==> src/hdl/stpg_pkg.sv <==
`default_nettype none
package stpg_pkg;

  // Field widths
  localparam int STEP_W    = 17;
  localparam int PERIOD_W  = 16;
  localparam int RAMP_W    = 16;
  localparam int HALF_W    = 15;
  localparam int IN_DATA_W = 40;   // step_count + cruise_period, padded to bytes
  localparam int OUT_DATA_W = 8;   // four result flags, padded to a byte
  localparam int CFG_IDX_W = 1;
  localparam int CFG_DATA_W = 16;

  // Serial divider
  localparam int DIV_DVD_W = 32;
  localparam int DIV_STEPS = 32;
  localparam int DIV_CNT_W = $clog2(DIV_STEPS);

  // Register indexes
  localparam logic [CFG_IDX_W-1:0] REG_RAMP_LIMIT  = 1'b0;
  localparam logic [CFG_IDX_W-1:0] REG_SLOW_PERIOD = 1'b1;

  localparam logic [RAMP_W-1:0]   RAMP_LIMIT_RST  = 16'd450;
  localparam logic [PERIOD_W-1:0] SLOW_PERIOD_RST = 16'd5000;
  localparam logic [PERIOD_W-1:0] MIN_PERIOD      = 16'd2;

  typedef enum logic [1:0] {
    PH_IDLE   = 2'd0,
    PH_ACCEL  = 2'd1,
    PH_CRUISE = 2'd2,
    PH_DECEL  = 2'd3
  } phase_t;

  // Controller to datapath
  typedef struct packed {
    logic load;        // latch the accepted item
    logic update;      // apply the start or the tick
    logic prep;        // begin a step at cruise period if no divide is needed
    logic div_start;   // launch the ramp divide
    logic div_finish;  // begin a step from the divide result
    logic out_load;    // capture the result into the output register
  } cmd_t;

  // Datapath to controller
  typedef struct packed {
    logic need_div;
    logic div_done;
  } status_t;

  // Half period of a step: period/2, never less than one tick
  function automatic logic [HALF_W-1:0] half_of(input logic [PERIOD_W-1:0] period);
    logic [HALF_W-1:0] h;
    h = period[PERIOD_W-1:1];
    return (h == '0) ? HALF_W'(1) : h;
  endfunction

endpackage
`default_nettype wire

==> src/hdl/stpg_div.sv <==
`default_nettype none
module stpg_div (
  input  wire logic                             clk,
  input  wire logic                             rst,
  input  wire logic                             start,
  input  wire logic [stpg_pkg::DIV_DVD_W-1:0]   dividend,
  input  wire logic [stpg_pkg::RAMP_W-1:0]      divisor,
  output logic                                  done,
  output logic [stpg_pkg::PERIOD_W-1:0]         quotient
);
  import stpg_pkg::*;

  logic                 run;
  logic [DIV_CNT_W-1:0] cnt;
  logic [DIV_DVD_W-1:0] dvd;
  logic [RAMP_W-1:0]    rem;
  logic [RAMP_W:0]      rem_sh;
  logic                 fits;
  logic [RAMP_W-1:0]    rem_next;

  // Restoring division, one quotient bit per cycle
  always_comb begin
    rem_sh   = {rem, dvd[DIV_DVD_W-1]};
    fits     = rem_sh >= {1'b0, divisor};
    rem_next = fits ? RAMP_W'(rem_sh - {1'b0, divisor}) : rem_sh[RAMP_W-1:0];
  end

  always_ff @(posedge clk) begin
    if (rst) begin
      run  <= 1'b0;
      done <= 1'b0;
      cnt  <= '0;
    end else begin
      done <= 1'b0;
      if (start) begin
        run <= 1'b1;
        cnt <= '0;
      end else if (run) begin
        cnt <= cnt + DIV_CNT_W'(1);
        if (cnt == DIV_CNT_W'(DIV_STEPS - 1)) begin
          run  <= 1'b0;
          done <= 1'b1;
        end
      end
    end
  end

  always_ff @(posedge clk) begin
    if (start) begin
      dvd <= dividend;
      rem <= '0;
    end else if (run) begin
      dvd <= {dvd[DIV_DVD_W-2:0], fits};
      rem <= rem_next;
    end
  end

  // The quotient never exceeds the span, so the low half holds it
  assign quotient = dvd[PERIOD_W-1:0];

endmodule
`default_nettype wire

==> src/hdl/stpg_dp.sv <==
`default_nettype none
module stpg_dp (
  input  wire logic                              clk,
  input  wire logic                              rst,
  input  wire stpg_pkg::cmd_t                    cmd,
  output stpg_pkg::status_t                      status,
  input  wire logic                              in_kind,
  input  wire logic [stpg_pkg::STEP_W-1:0]       in_step_count,
  input  wire logic [stpg_pkg::PERIOD_W-1:0]     in_cruise_period,
  input  wire logic                              cfg_write,
  input  wire logic [stpg_pkg::CFG_IDX_W-1:0]    cfg_index,
  input  wire logic [stpg_pkg::CFG_DATA_W-1:0]   cfg_data,
  output logic [stpg_pkg::OUT_DATA_W-1:0]        out_data
);
  import stpg_pkg::*;

  // Configuration
  logic [RAMP_W-1:0]   ramp_limit;
  logic [PERIOD_W-1:0] slow_period;

  // Latched item
  logic                kind;
  logic [STEP_W-1:0]   step_count;
  logic [PERIOD_W-1:0] cruise_period;

  // Move state
  phase_t              phase;
  logic                dir_out;
  logic [RAMP_W-1:0]   ramp_len;
  logic [STEP_W-1:0]   cruise_len;
  logic [STEP_W-1:0]   step_index;
  logic [PERIOD_W-1:0] cruise_ticks;
  logic [HALF_W-1:0]   half_len;
  logic [HALF_W-1:0]   tick_count;
  logic                pin_level;
  logic                done;
  logic                need_step;

  logic [PERIOD_W-1:0] slow;
  logic                neg;
  logic [STEP_W:0]     n_abs;
  logic [STEP_W-1:0]   half_n;
  logic [RAMP_W-1:0]   ramp_sel;
  logic [PERIOD_W-1:0] cp_sat;
  logic [HALF_W-1:0]   tick_inc;
  logic [STEP_W-1:0]   step_inc;
  logic                on_ramp;
  logic [PERIOD_W-1:0] span;
  logic [DIV_DVD_W-1:0] product;
  logic                div_done;
  logic [PERIOD_W-1:0] quotient;
  logic [PERIOD_W-1:0] div_period;

  always_ff @(posedge clk) begin
    if (rst) begin
      ramp_limit  <= RAMP_LIMIT_RST;
      slow_period <= SLOW_PERIOD_RST;
    end else if (cfg_write) begin
      case (cfg_index)
        REG_RAMP_LIMIT:  ramp_limit  <= cfg_data;
        REG_SLOW_PERIOD: slow_period <= cfg_data;
        default: ;
      endcase
    end
  end

  always_ff @(posedge clk) begin
    if (cmd.load) begin
      kind          <= in_kind;
      step_count    <= in_step_count;
      cruise_period <= in_cruise_period;
    end
  end

  always_comb begin
    slow     = (slow_period < MIN_PERIOD) ? MIN_PERIOD : slow_period;
    neg      = step_count[STEP_W-1];
    n_abs    = neg ? ((STEP_W+1)'(1) << STEP_W) - {1'b0, step_count} : {1'b0, step_count};
    half_n   = n_abs[STEP_W:1];
    ramp_sel = ({1'b0, ramp_limit} < half_n) ? ramp_limit : half_n[RAMP_W-1:0];
    if (cruise_period < MIN_PERIOD) begin
      cp_sat = MIN_PERIOD;
    end else if (cruise_period > slow) begin
      cp_sat = slow;
    end else begin
      cp_sat = cruise_period;
    end
    tick_inc  = tick_count + HALF_W'(1);
    step_inc  = step_index + STEP_W'(1);
    // Ramp steps take a divided period; cruise steps and flat ramps do not
    on_ramp   = (phase != PH_CRUISE) && (ramp_len != '0) && (slow > cruise_ticks);
    span      = slow - cruise_ticks;
    product   = DIV_DVD_W'(span) * DIV_DVD_W'(step_index[RAMP_W-1:0]);
    div_period = (phase == PH_ACCEL) ? (slow - quotient) : (cruise_ticks + quotient);
  end

  stpg_div u_div (
    .clk      (clk),
    .rst      (rst),
    .start    (cmd.div_start),
    .dividend (product),
    .divisor  (ramp_len),
    .done     (div_done),
    .quotient (quotient)
  );

  assign status.need_div = need_step && on_ramp;
  assign status.div_done = div_done;

  always_ff @(posedge clk) begin
    if (rst) begin
      phase        <= PH_IDLE;
      dir_out      <= 1'b0;
      ramp_len     <= '0;
      cruise_len   <= '0;
      step_index   <= '0;
      cruise_ticks <= '0;
      half_len     <= '0;
      tick_count   <= '0;
      pin_level    <= 1'b0;
      done         <= 1'b0;
      need_step    <= 1'b0;
    end else begin
      if (cmd.update) begin
        done      <= 1'b0;
        need_step <= 1'b0;
        if (kind) begin
          dir_out      <= !neg && (step_count != '0);
          cruise_ticks <= cp_sat;
          ramp_len     <= ramp_sel;
          cruise_len   <= n_abs[STEP_W-1:0] - {ramp_sel, 1'b0};
          step_index   <= '0;
          tick_count   <= '0;
          pin_level    <= 1'b0;
          half_len     <= '0;
          if (n_abs == '0) begin
            phase <= PH_IDLE;
          end else begin
            phase     <= (ramp_sel != '0) ? PH_ACCEL : PH_CRUISE;
            need_step <= 1'b1;
          end
        end else if (phase != PH_IDLE) begin
          if (tick_inc >= half_len) begin
            tick_count <= '0;
            if (pin_level) begin
              pin_level <= 1'b0;
            end else begin
              // Advance to the next step and maybe the next phase
              step_index <= step_inc;
              need_step  <= 1'b1;
              case (phase)
                PH_ACCEL: begin
                  if (step_inc >= {1'b0, ramp_len}) begin
                    step_index <= '0;
                    phase      <= (cruise_len != '0) ? PH_CRUISE : PH_DECEL;
                  end
                end
                PH_CRUISE: begin
                  if (step_inc >= cruise_len) begin
                    step_index <= '0;
                    if (ramp_len == '0) begin
                      phase     <= PH_IDLE;
                      done      <= 1'b1;
                      need_step <= 1'b0;
                    end else begin
                      phase <= PH_DECEL;
                    end
                  end
                end
                PH_DECEL: begin
                  if (step_inc >= {1'b0, ramp_len}) begin
                    step_index <= '0;
                    phase      <= PH_IDLE;
                    done       <= 1'b1;
                    need_step  <= 1'b0;
                  end
                end
                default: ;
              endcase
            end
          end else begin
            tick_count <= tick_inc;
          end
        end
      end

      if (cmd.prep && need_step && !on_ramp) begin
        half_len   <= half_of(cruise_ticks);
        tick_count <= '0;
        pin_level  <= 1'b1;
      end

      if (cmd.div_finish) begin
        half_len   <= half_of(div_period);
        tick_count <= '0;
        pin_level  <= 1'b1;
      end
    end
  end

  // Result byte: step_level, direction, busy_res, done_res from bit 0 up
  always_ff @(posedge clk) begin
    if (cmd.out_load) begin
      out_data <= {4'b0000, done, (phase != PH_IDLE), dir_out, pin_level};
    end
  end

endmodule
`default_nettype wire

==> src/hdl/stpg_ctrl.sv <==
`default_nettype none
module stpg_ctrl (
  input  wire logic                clk,
  input  wire logic                rst,
  input  wire logic                in_valid,
  output logic                     in_ready,
  output logic                     out_valid,
  input  wire logic                out_ready,
  input  wire stpg_pkg::status_t   status,
  output stpg_pkg::cmd_t           cmd
);
  import stpg_pkg::*;

  typedef enum logic [4:0] {
    S_IDLE   = 5'b00001,
    S_UPDATE = 5'b00010,
    S_PREP   = 5'b00100,
    S_DIV    = 5'b01000,
    S_FIN    = 5'b10000
  } state_t;

  state_t state;
  state_t state_next;
  logic   out_free;

  assign in_ready = (state == S_IDLE);
  assign out_free = !out_valid || out_ready;

  always_comb begin
    state_next     = state;
    cmd            = '0;
    cmd.load       = (state == S_IDLE) && in_valid;
    cmd.update     = (state == S_UPDATE);
    cmd.prep       = (state == S_PREP);
    cmd.div_start  = (state == S_PREP) && status.need_div;
    cmd.div_finish = (state == S_DIV) && status.div_done;
    cmd.out_load   = (state == S_FIN) && out_free;
    case (state)
      S_IDLE:   if (in_valid) state_next = S_UPDATE;
      S_UPDATE: state_next = S_PREP;
      S_PREP:   state_next = status.need_div ? S_DIV : S_FIN;
      S_DIV:    if (status.div_done) state_next = S_FIN;
      S_FIN:    if (out_free) state_next = S_IDLE;
      default:  state_next = S_IDLE;
    endcase
  end

  always_ff @(posedge clk) begin
    if (rst) begin
      state     <= S_IDLE;
      out_valid <= 1'b0;
    end else begin
      state <= state_next;
      if (cmd.out_load) begin
        out_valid <= 1'b1;
      end else if (out_ready) begin
        out_valid <= 1'b0;
      end
    end
  end

endmodule
`default_nettype wire

==> src/hdl/stepper_trapezoid_pulse_generator.sv <==
`default_nettype none
// Channel  Direction  Handshake                Payload
// s_       in         s_tvalid / s_tready      s_tdata, s_tuser (item: start or tick)
// m_       out        m_tvalid / m_tready      m_tdata (one result per item)
// cfg_     in         cfg_valid / cfg_ready    cfg_index, cfg_data (register write)
//
// An item that begins no ramp step passes through accept, update, prep and
// result load; result load registers its result and sets m_tvalid.
// A step that starts on a ramp adds the serial divider between prep and result
// load; cruise steps skip the divider.
// Reset is synchronous; configuration and move state load at once.
// A result waits in the output register while the next item is accepted;
// that item stalls only at its own result until the register empties.
module stepper_trapezoid_pulse_generator (
  input  wire logic                              clk,
  input  wire logic                              rst,
  // s_tdata: step_count[16:0], cruise_period[32:17], zero pad [39:33]
  input  wire logic [stpg_pkg::IN_DATA_W-1:0]    s_tdata,
  // s_tuser: kind (0 timer tick, 1 start a move)
  input  wire logic                              s_tuser,
  input  wire logic                              s_tvalid,
  output logic                                   s_tready,
  // m_tdata: step_level[0], direction[1], busy_res[2], done_res[3], zero pad [7:4]
  output logic [stpg_pkg::OUT_DATA_W-1:0]        m_tdata,
  output logic                                   m_tvalid,
  input  wire logic                              m_tready,
  input  wire logic                              cfg_valid,
  output logic                                   cfg_ready,
  input  wire logic [stpg_pkg::CFG_IDX_W-1:0]    cfg_index,
  input  wire logic [stpg_pkg::CFG_DATA_W-1:0]   cfg_data
);
  import stpg_pkg::*;

  cmd_t    cmd;
  status_t status;

  // Registers accept a write in any cycle
  assign cfg_ready = 1'b1;

  stpg_ctrl u_ctrl (
    .clk       (clk),
    .rst       (rst),
    .in_valid  (s_tvalid),
    .in_ready  (s_tready),
    .out_valid (m_tvalid),
    .out_ready (m_tready),
    .status    (status),
    .cmd       (cmd)
  );

  // Split the item fields out of the packed bus
  stpg_dp u_dp (
    .clk              (clk),
    .rst              (rst),
    .cmd              (cmd),
    .status           (status),
    .in_kind          (s_tuser),
    .in_step_count    (s_tdata[STEP_W-1:0]),
    .in_cruise_period (s_tdata[STEP_W+PERIOD_W-1:STEP_W]),
    .cfg_write        (cfg_valid && cfg_ready),
    .cfg_index        (cfg_index),
    .cfg_data         (cfg_data),
    .out_data         (m_tdata)
  );

endmodule
`default_nettype wire
==> config.mk <==
export PLATFORM = sky130hd
export DESIGN_NAME = stepper_trapezoid_pulse_generator
export DESIGN_NICKNAME = d
export VERILOG_FILES = /design/src/hdl/stpg_pkg.sv /design/src/hdl/stpg_div.sv /design/src/hdl/stpg_dp.sv /design/src/hdl/stpg_ctrl.sv /design/src/hdl/stepper_trapezoid_pulse_generator.sv
export SDC_FILE = /design/constraint.sdc
export NUM_CORES = 1
export LEC_CHECK = 0
export BUFFER_PORTS_ARGS = -buffer_cell sky130_fd_sc_hd__buf_2
export CAP_MARGIN = 40
export CORE_MARGIN = 5
export CORE_UTILIZATION = 61
export DETAILED_ROUTE_END_ITERATION = 16
export GPL_TIMING_DRIVEN = 0
export PLACE_DENSITY = 0.81
export SLEW_MARGIN = 20
export SYNTH_ARGS = -nofsm -noshare
export SYNTH_HDL_FRONTEND = slang
export SYNTH_SLANG_ARGS = --single-unit
==> constraint.sdc <==
create_clock -name clk -period 17.6 [get_ports clk]
set_clock_uncertainty 0.05 [all_clocks]
set_input_delay 5.28 -clock clk [delete_from_list [all_inputs] [get_ports clk]]
set_output_delay 5.28 -clock clk [all_outputs]
set_load 0.02 [all_outputs]
==> metrics.txt, run 1 <==
cell repeated most along the worst path sky130_fd_sc_hd__fa_1; floorplan die height 210 um; kind of critical path reg -> reg; Slew Limit Headroom 39.2%; setup repair after global routing missed its margin no; number of warnings issued by yosys 0; count of cells along the worst hold path 0; wire length reported by the detailed router 68600 um; FP Rows 73; post-detail-place hpwl 55900 um; CTS Root Buffer Type sky130_fd_sc_hd__clkbuf_16; floorplan core area 39700 um2; kind of launch point of the worst setup path flip-flop; maximum number of pins on one net before global-route repair 35; antenna diode count 0; CP Capture Type flip-flop; clk sink count 233; Total Die Area 44300 um2; CP Data Required Time 17.89 ns; most common flop cell mapped by yosys sky130_fd_sc_hd__dfxtp_1; setup_tns 0 ns; maximum clock rate 93.3 MHz; total area of multi-input combinational cells 17200 um2; latest clock arrival within the worst-skew pair 0.54 ns; grt total ovfl 0; data arrival at the endpoint of the critical path 11.01 ns; initial core utilization 61.7%; Seq cells post-synth 233; Async SR Flop Fraction 0%; number of fill cells in the layout 3247; clock buffer depth 3; number of nets in the final layout 3531; Min-Delay Endpoint u_dp.out_data[1]$_DFFE_PP_; I/O Pins 74; TritonCTS Buffers 25; clock tree from TritonCTS built; global-route wire length before repair 110000 um; critical register-to-register path startpoint u_dp.slow_period[15]$_SDFFE_PP0P_; fraction of layout instances using a drive strength above 1 5.00%; reg-to-reg setup timing slack 6.88 ns; DRC Markers 0; routability congestion estimate 0.967; Die X-Extent 210 um; final-report setup violation count 0; Cell Pwr Density 56.1 nW/um2; r2r endpoint u_dp.u_div.dvd[29]$_DFFE_PP_; mean number of vias per cell 6.10; relative area change from synthesis to final layout 7.68%; max-capacitance violation count 0; Crit-path slowest cell sky130_fd_sc_hd__dfxtp_1; initial antenna violation count 0; post-synthesis area per instance 8.44 um2; count of final max-slew check failures 0; setup bufs post-CTS 0; remaining number of nets flagged by the antenna check after routing 0; post-route total power 1480 uW; min-delay worst type reg -> reg; distinct cell type count after synthesis 84; via total after detailed routing 21627; Leak Pwr 0.0120 uW; Sequential Area 5370 um2; CP max FO 10; vias in the first global route 21936; DRC violation total after the first TritonRoute iteration 1708; hold_sp u_dp.dir_out$_SDFFE_PP0P_; share of the cycle needed by the critical path after routing 60.9%; Tmin final 10.72 ns; count of cells resized by post-cts repair 0; fraction of the yosys area taken by sequential cells 21.9%; mapped cell area 24500 um2; CTS H-tree depth 1; crit-path max cell delay 0.57 ns; 1st-pass router iterations 6; Total GRT Usage 30.4%; peak supply drop 0.0924 mV; Clk pin slew, worst setup/hold paths 0.06 ns; Post-CTS Hold Fix Bufs 0; count of buffers inserted at the top-level ports 61; run status completed; final hold violation count 0; Worst Tran Pin Value 0.905 ns; Synth Instances 2903; number of flops mapped to enable cells by yosys 70; WL per Instance 19.3 um; R2R cell count 34
## state kept, by name, indices dropped and copies added, names as in the netlist, 2 cells and up
signal	flops
u_ctrl.state	5
u_dp.cruise_len	17
u_dp.cruise_period	16
u_dp.cruise_ticks	16
u_dp.half_len	15
u_dp.out_data	4
u_dp.phase	2
u_dp.ramp_len	16
u_dp.ramp_limit	16
u_dp.slow_period	16
u_dp.step_count	17
u_dp.step_index	17
u_dp.tick_count	15
u_dp.u_div.cnt	5
u_dp.u_div.dvd	32
u_dp.u_div.rem	16
## cell usage after synthesis (all sizes together), types with 43 or more instances
cell	count	share of area, %
dfxtp	163	13
xor2	47	1.7
o21ai	122	2.5
o211ai	47	1.4
nand2	364	5.6
nor3	53	1.1
a21o	43	1.3
clkbuf	134	2.1
nand3	64	1.3
fa	199	16
xnor2	71	2.5
inv	361	5.5
edfxtp	70	8.6
and2	121	3.1
nor2	150	2.3
a21oi	159	3.2
ha	264	13
## report_power, final
part | internal (uW) | switching (uW)
Sequential | 573 | 21.2
Clock | 298 | 221
Combinational | 136 | 233
Total | 1010 | 475
## through the flow
| stage | area (um2) | std cells | worst slack, ns | hold WS, ns | utilization (%) |
|---|---|---|---|---|---|
| 2_1_floorplan | 24500 | 2906 | 8.75 | 0.358 | - |
| 3_3_place_gp | 25500 | 3492 | 6.54 | 0.375 | 64.1 |
| 3_5_place_dp | 25600 | 3500 | 7.07 | 0.386 | 64.3 |
| 4_1_cts | 26400 | 3544 | 7.07 | 0.404 | 66.4 |
| 5_1_grt | 26400 | 3547 | 6.43 | 0.415 | 66.4 |
| 6_report | 26400 | 3547 | 6.88 | 0.395 | 66.4 |
## metal layers
layer	share of wire, %	global-route usage [%]	routed length, um
met5	0	0	0
met3	8.1	5.10	5550
met1	40	38.3	27300
met2	47	51.9	32500
met4	4.9	13.0	3330
## final cells by class
type                            instances  share of cell area, %
Clock inverter                          9                  0.232
Multi-Input combinational cell       2165                   65.3
Tap cell                              525                   2.49
Timing Repair Buffer                   72                   1.49
Clock buffer                           35                   2.83
Buffer                                147                   2.17
Inverter                              361                   5.13
Sequential cell                       233                   20.3
## how the worst max path moves through the flow
stage | from | end | slack (ns) | cells after the start
2_1_floorplan | u_dp.slow_period[8]$_SDFFE_PP1P_ | u_dp.u_div.dvd[24]$_DFFE_PP_ | 8.75 | 33
3_3_place_gp | u_dp.slow_period[15]$_SDFFE_PP0P_ | u_dp.u_div.dvd[31]$_DFFE_PP_ | 6.54 | 33
3_5_place_dp | u_dp.slow_period[15]$_SDFFE_PP0P_ | u_dp.u_div.dvd[24]$_DFFE_PP_ | 7.07 | 34
4_1_cts | u_dp.slow_period[15]$_SDFFE_PP0P_ | u_dp.u_div.dvd[24]$_DFFE_PP_ | 7.07 | 34
5_1_grt | u_dp.slow_period[15]$_SDFFE_PP0P_ | u_dp.u_div.dvd[24]$_DFFE_PP_ | 6.43 | 34
6_report | u_dp.slow_period[15]$_SDFFE_PP0P_ | u_dp.u_div.dvd[29]$_DFFE_PP_ | 6.88 | 34
## cell families (layout without fill, tap and decap cells)
family                     Yosys count  in the layout  share of synthesized area, %
and+or+nand+nor                    979            979                          19.6
adders and majority gates          463            463                          29.7
AOI/OAI and AO/OA                  557            557                          14.9
muxes                               43             43                          1.78
buffers and inverters              508            624                          7.87
other                                2              5                        0.0306
DFF                                233            233                          21.9
xor gates and xnor gates           118            118                          4.22
## cell usage in the layout (no fill, tap or decap), types with 70 or more instances in the layout
| cell type | synthesis | final |
|---|---|---|
| sky130_fd_sc_hd__and2_1 | 120 | 119 |
| sky130_fd_sc_hd__edfxtp_1 | 70 | 70 |
| sky130_fd_sc_hd__fa_1 | 199 | 199 |
| sky130_fd_sc_hd__dfxtp_1 | 163 | 163 |
| sky130_fd_sc_hd__o21ai_0 | 119 | 119 |
| sky130_fd_sc_hd__nand2_1 | 364 | 364 |
| sky130_fd_sc_hd__nor2_1 | 150 | 150 |
| sky130_fd_sc_hd__clkbuf_1 | 134 | 137 |
| sky130_fd_sc_hd__xnor2_1 | 71 | 71 |
| sky130_fd_sc_hd__a21oi_1 | 159 | 159 |
| sky130_fd_sc_hd__inv_1 | 360 | 360 |
| sky130_fd_sc_hd__ha_1 | 264 | 264 |
## worst max-delay path: cells and delay by family (launching register included)
| family | cells | cell delay [ns] |
|---|---|---|
| AND/OR/NAND/NOR | 4 | 0.84 |
| AO/OA/AOI/OAI | 15 | 3.82 |
| buffers and inverters | 6 | 1.20 |
| XOR/XNOR | 1 | 0.20 |
| adder cells (fa/ha/maj) | 8 | 3.80 |
| flip-flops | 1 | 0.57 |
Power figures use the tool's default switching activity.
==> inputs of run 2 (changes only) <==
- clock period: 17.6 -> 9.93 ns (I/O delays scaled with it)
==> metrics.txt, run 2 (synthesis results as in run 1) <==
run status completed (unchanged); commonest cells after routing, fill and taps aside sky130_fd_sc_hd__nand2_1 (364), sky130_fd_sc_hd__inv_1 (359), sky130_fd_sc_hd__ha_1 (264), sky130_fd_sc_hd__fa_1 (199), sky130_fd_sc_hd__dfxtp_1 (162) (was sky130_fd_sc_hd__nand2_1 (364), sky130_fd_sc_hd__inv_1 (360), sky130_fd_sc_hd__ha_1 (264), sky130_fd_sc_hd__fa_1 (199), sky130_fd_sc_hd__dfxtp_1 (163)); relative area change from synthesis to final layout 8.29% (was 7.68%); final-report setup violation count 0 (unchanged); hold slack 0.395 ns (about the same); kind of critical path reg -> reg (unchanged); Clk pin slew, worst setup/hold paths 0.06 ns (about the same); CTS Root Buffer Type sky130_fd_sc_hd__clkbuf_16 (unchanged); remaining number of nets flagged by the antenna check after routing 0 (unchanged); CTS H-tree depth 1 (unchanged); number of flip-flops under the largest register name 32 (unchanged); vias in the first global route 21935 (was 21936); count of buffers inserted at the top-level ports 61 (unchanged); floorplan die height 210 um (unchanged); Top reg by flops u_dp.u_div.dvd (unchanged); max-capacitance violation count 0 (unchanged); CP Data Required Time 10.22 ns (was 17.89 ns); number of nets in the final layout 3535 (was 3531); commonest non-fill, non-tap cell in the layout sky130_fd_sc_hd__nand2_1 (unchanged); Total Die Area 44300 um2 (unchanged); DRC Markers 0 (unchanged); min-delay worst type reg -> reg (unchanged); final hold violation count 0 (unchanged); count of final max-slew check failures 0 (unchanged); Slew Limit Headroom 41.3% (was 39.2%); latest clock arrival within the worst-skew pair 0.54 ns (about the same); fraction of layout instances using a drive strength above 1 5.85% (was 5.00%); Leak Pwr 0.0121 uW (was 0.0120 uW); clk sink count 233 (unchanged); maximum number of pins on one net before global-route repair 35 (unchanged); kind of launch point of the worst setup path flip-flop (unchanged); 1st-pass router iterations 6 (unchanged); wire length reported by the detailed router 68500 um (was 68600 um); DRC violation total after the first TritonRoute iteration 1779 (was 1708); WL per Instance 19.3 um (about the same); clock tree from TritonCTS built (unchanged); Total GRT Usage 30.4% (about the same); post-route total power 2630 uW (was 1480 uW); clock buffer depth 3 (unchanged); post-detail-place hpwl 55900 um (unchanged); mean number of vias per cell 6.08 (was 6.10); maximum clock rate 104 MHz (was 93.3 MHz); crit-path max cell delay 0.58 ns (was 0.57 ns); peak supply drop 0.164 mV (was 0.0924 mV); CP Capture Type flip-flop (unchanged); Die X-Extent 210 um (unchanged); floorplan core area 39700 um2 (unchanged); grt total ovfl 0 (unchanged); TritonCTS Buffers 25 (unchanged); share of the cycle needed by the critical path after routing 96.5% (was 60.9%); data arrival at the endpoint of the critical path 9.88 ns (was 11.01 ns); utilization of the core after routing 66.8% (was 66.4%); initial core utilization 61.7% (unchanged); via total after detailed routing 21586 (was 21627); cell repeated most along the worst path sky130_fd_sc_hd__fa_1 (unchanged); global-route wire length before repair 110000 um (about the same); Crit-path slowest cell sky130_fd_sc_hd__fa_1 (was sky130_fd_sc_hd__dfxtp_1); antenna diode count 0 (unchanged); I/O Pins 74 (unchanged); Worst Tran Pin Value 0.874 ns (was 0.905 ns); Cell Pwr Density 99.2 nW/um2 (was 56.1 nW/um2); initial antenna violation count 0 (unchanged); Cell Count, Final, Fillers Out 3551 (was 3547); Tmin final 9.58 ns (was 10.72 ns); post-route cell area 26500 um2 (was 26400 um2); FP Rows 73 (unchanged); CP max FO 10 (unchanged); placed insts 3500 (unchanged); routability congestion estimate 0.967 (unchanged); post-placement cell area 25600 um2 (unchanged)
[run 2: cell types whose count changed in the layout (fill, tap and decap cells not counted), moves of 2 or more]
cell and delta:
sky130_fd_sc_hd__clkbuf_1 -9, sky130_fd_sc_hd__buf_4 +7, sky130_fd_sc_hd__o221ai_2 +2, sky130_fd_sc_hd__nor4_4 +2, sky130_fd_sc_hd__o21ai_1 +2, sky130_fd_sc_hd__xnor2_2 +3
sky130_fd_sc_hd__nor4_1 -3, sky130_fd_sc_hd__clkbuf_2 +5, sky130_fd_sc_hd__o21ai_0 -2, sky130_fd_sc_hd__xnor2_1 -3, sky130_fd_sc_hd__o221ai_1 -2
[run 2: cell type report]
class,count,area [um2]
sequential,233,5370
clock inverter,9,61.3
clock buffer,35,747
tap,525,657
buffer,145,579
inverter,361,1360
timing repair buffer,78,439
fill,3223,13200
multi-input combinational,2165,17300
[run 2: per-layer routing]
layer | part of all wire (%) | up-vias | global-route usage, %
met1 | 39 | 10307 | 38.2
li1 | - | 10087 | -
met2 | 48 | 971 | 52.0
met5 | 0 | - | 0
met3 | 8.3 | 221 | 5.28
met4 | 4.7 | 0 | 12.8
[run 2: path summary, 6_finish.rpt]
path | from | to | slack, ns | cells after the start
setup / recovery | u_dp.slow_period[6]$_SDFFE_PP0P_ | u_dp.u_div.dvd[29]$_DFFE_PP_ | 0.35 | 34
hold reg to reg | u_dp.dir_out$_SDFFE_PP0P_ | u_dp.out_data[1]$_DFFE_PP_ | 0.40 | 0
setup reg to reg | u_dp.slow_period[6]$_SDFFE_PP0P_ | u_dp.u_div.dvd[29]$_DFFE_PP_ | 0.35 | 34
hold / removal | u_dp.dir_out$_SDFFE_PP0P_ | u_dp.out_data[1]$_DFFE_PP_ | 0.40 | 0
[run 2: what timing repair did]
action,in CTS,in global routing
resized for setup,11,23
pin swaps,0,3
buffers inserted,0,7
hold buffers,0,0
setup endpoints to repair,12,10
[run 2: metrics by stage]
stage          setup slack [ns]  TNS (ns)
3_5_place_dp             -0.597     -3.04
2_1_floorplan              1.08         0
4_1_cts                  0.0204         0
3_3_place_gp              -1.13    -15.14
6_report                  0.347         0
5_1_grt                 -0.0693    -0.110
[run 2: critical path: cells and delay by family (launching register included)]
kind                       cells  cell delay (ns)
DFF                            1             0.53
buffers and inverters          6             0.85
AOI/OAI and AO/OA             15             3.20
xor gates and xnor gates       1             0.48
and+or+nand+nor                4             0.55
adders and majority gates      8             3.70
[run 2: report_power, final]
group          switching [uW]  internal, uW
logic                     413           245
registers                38.7          1020
clock network             393           528
total                     845          1790
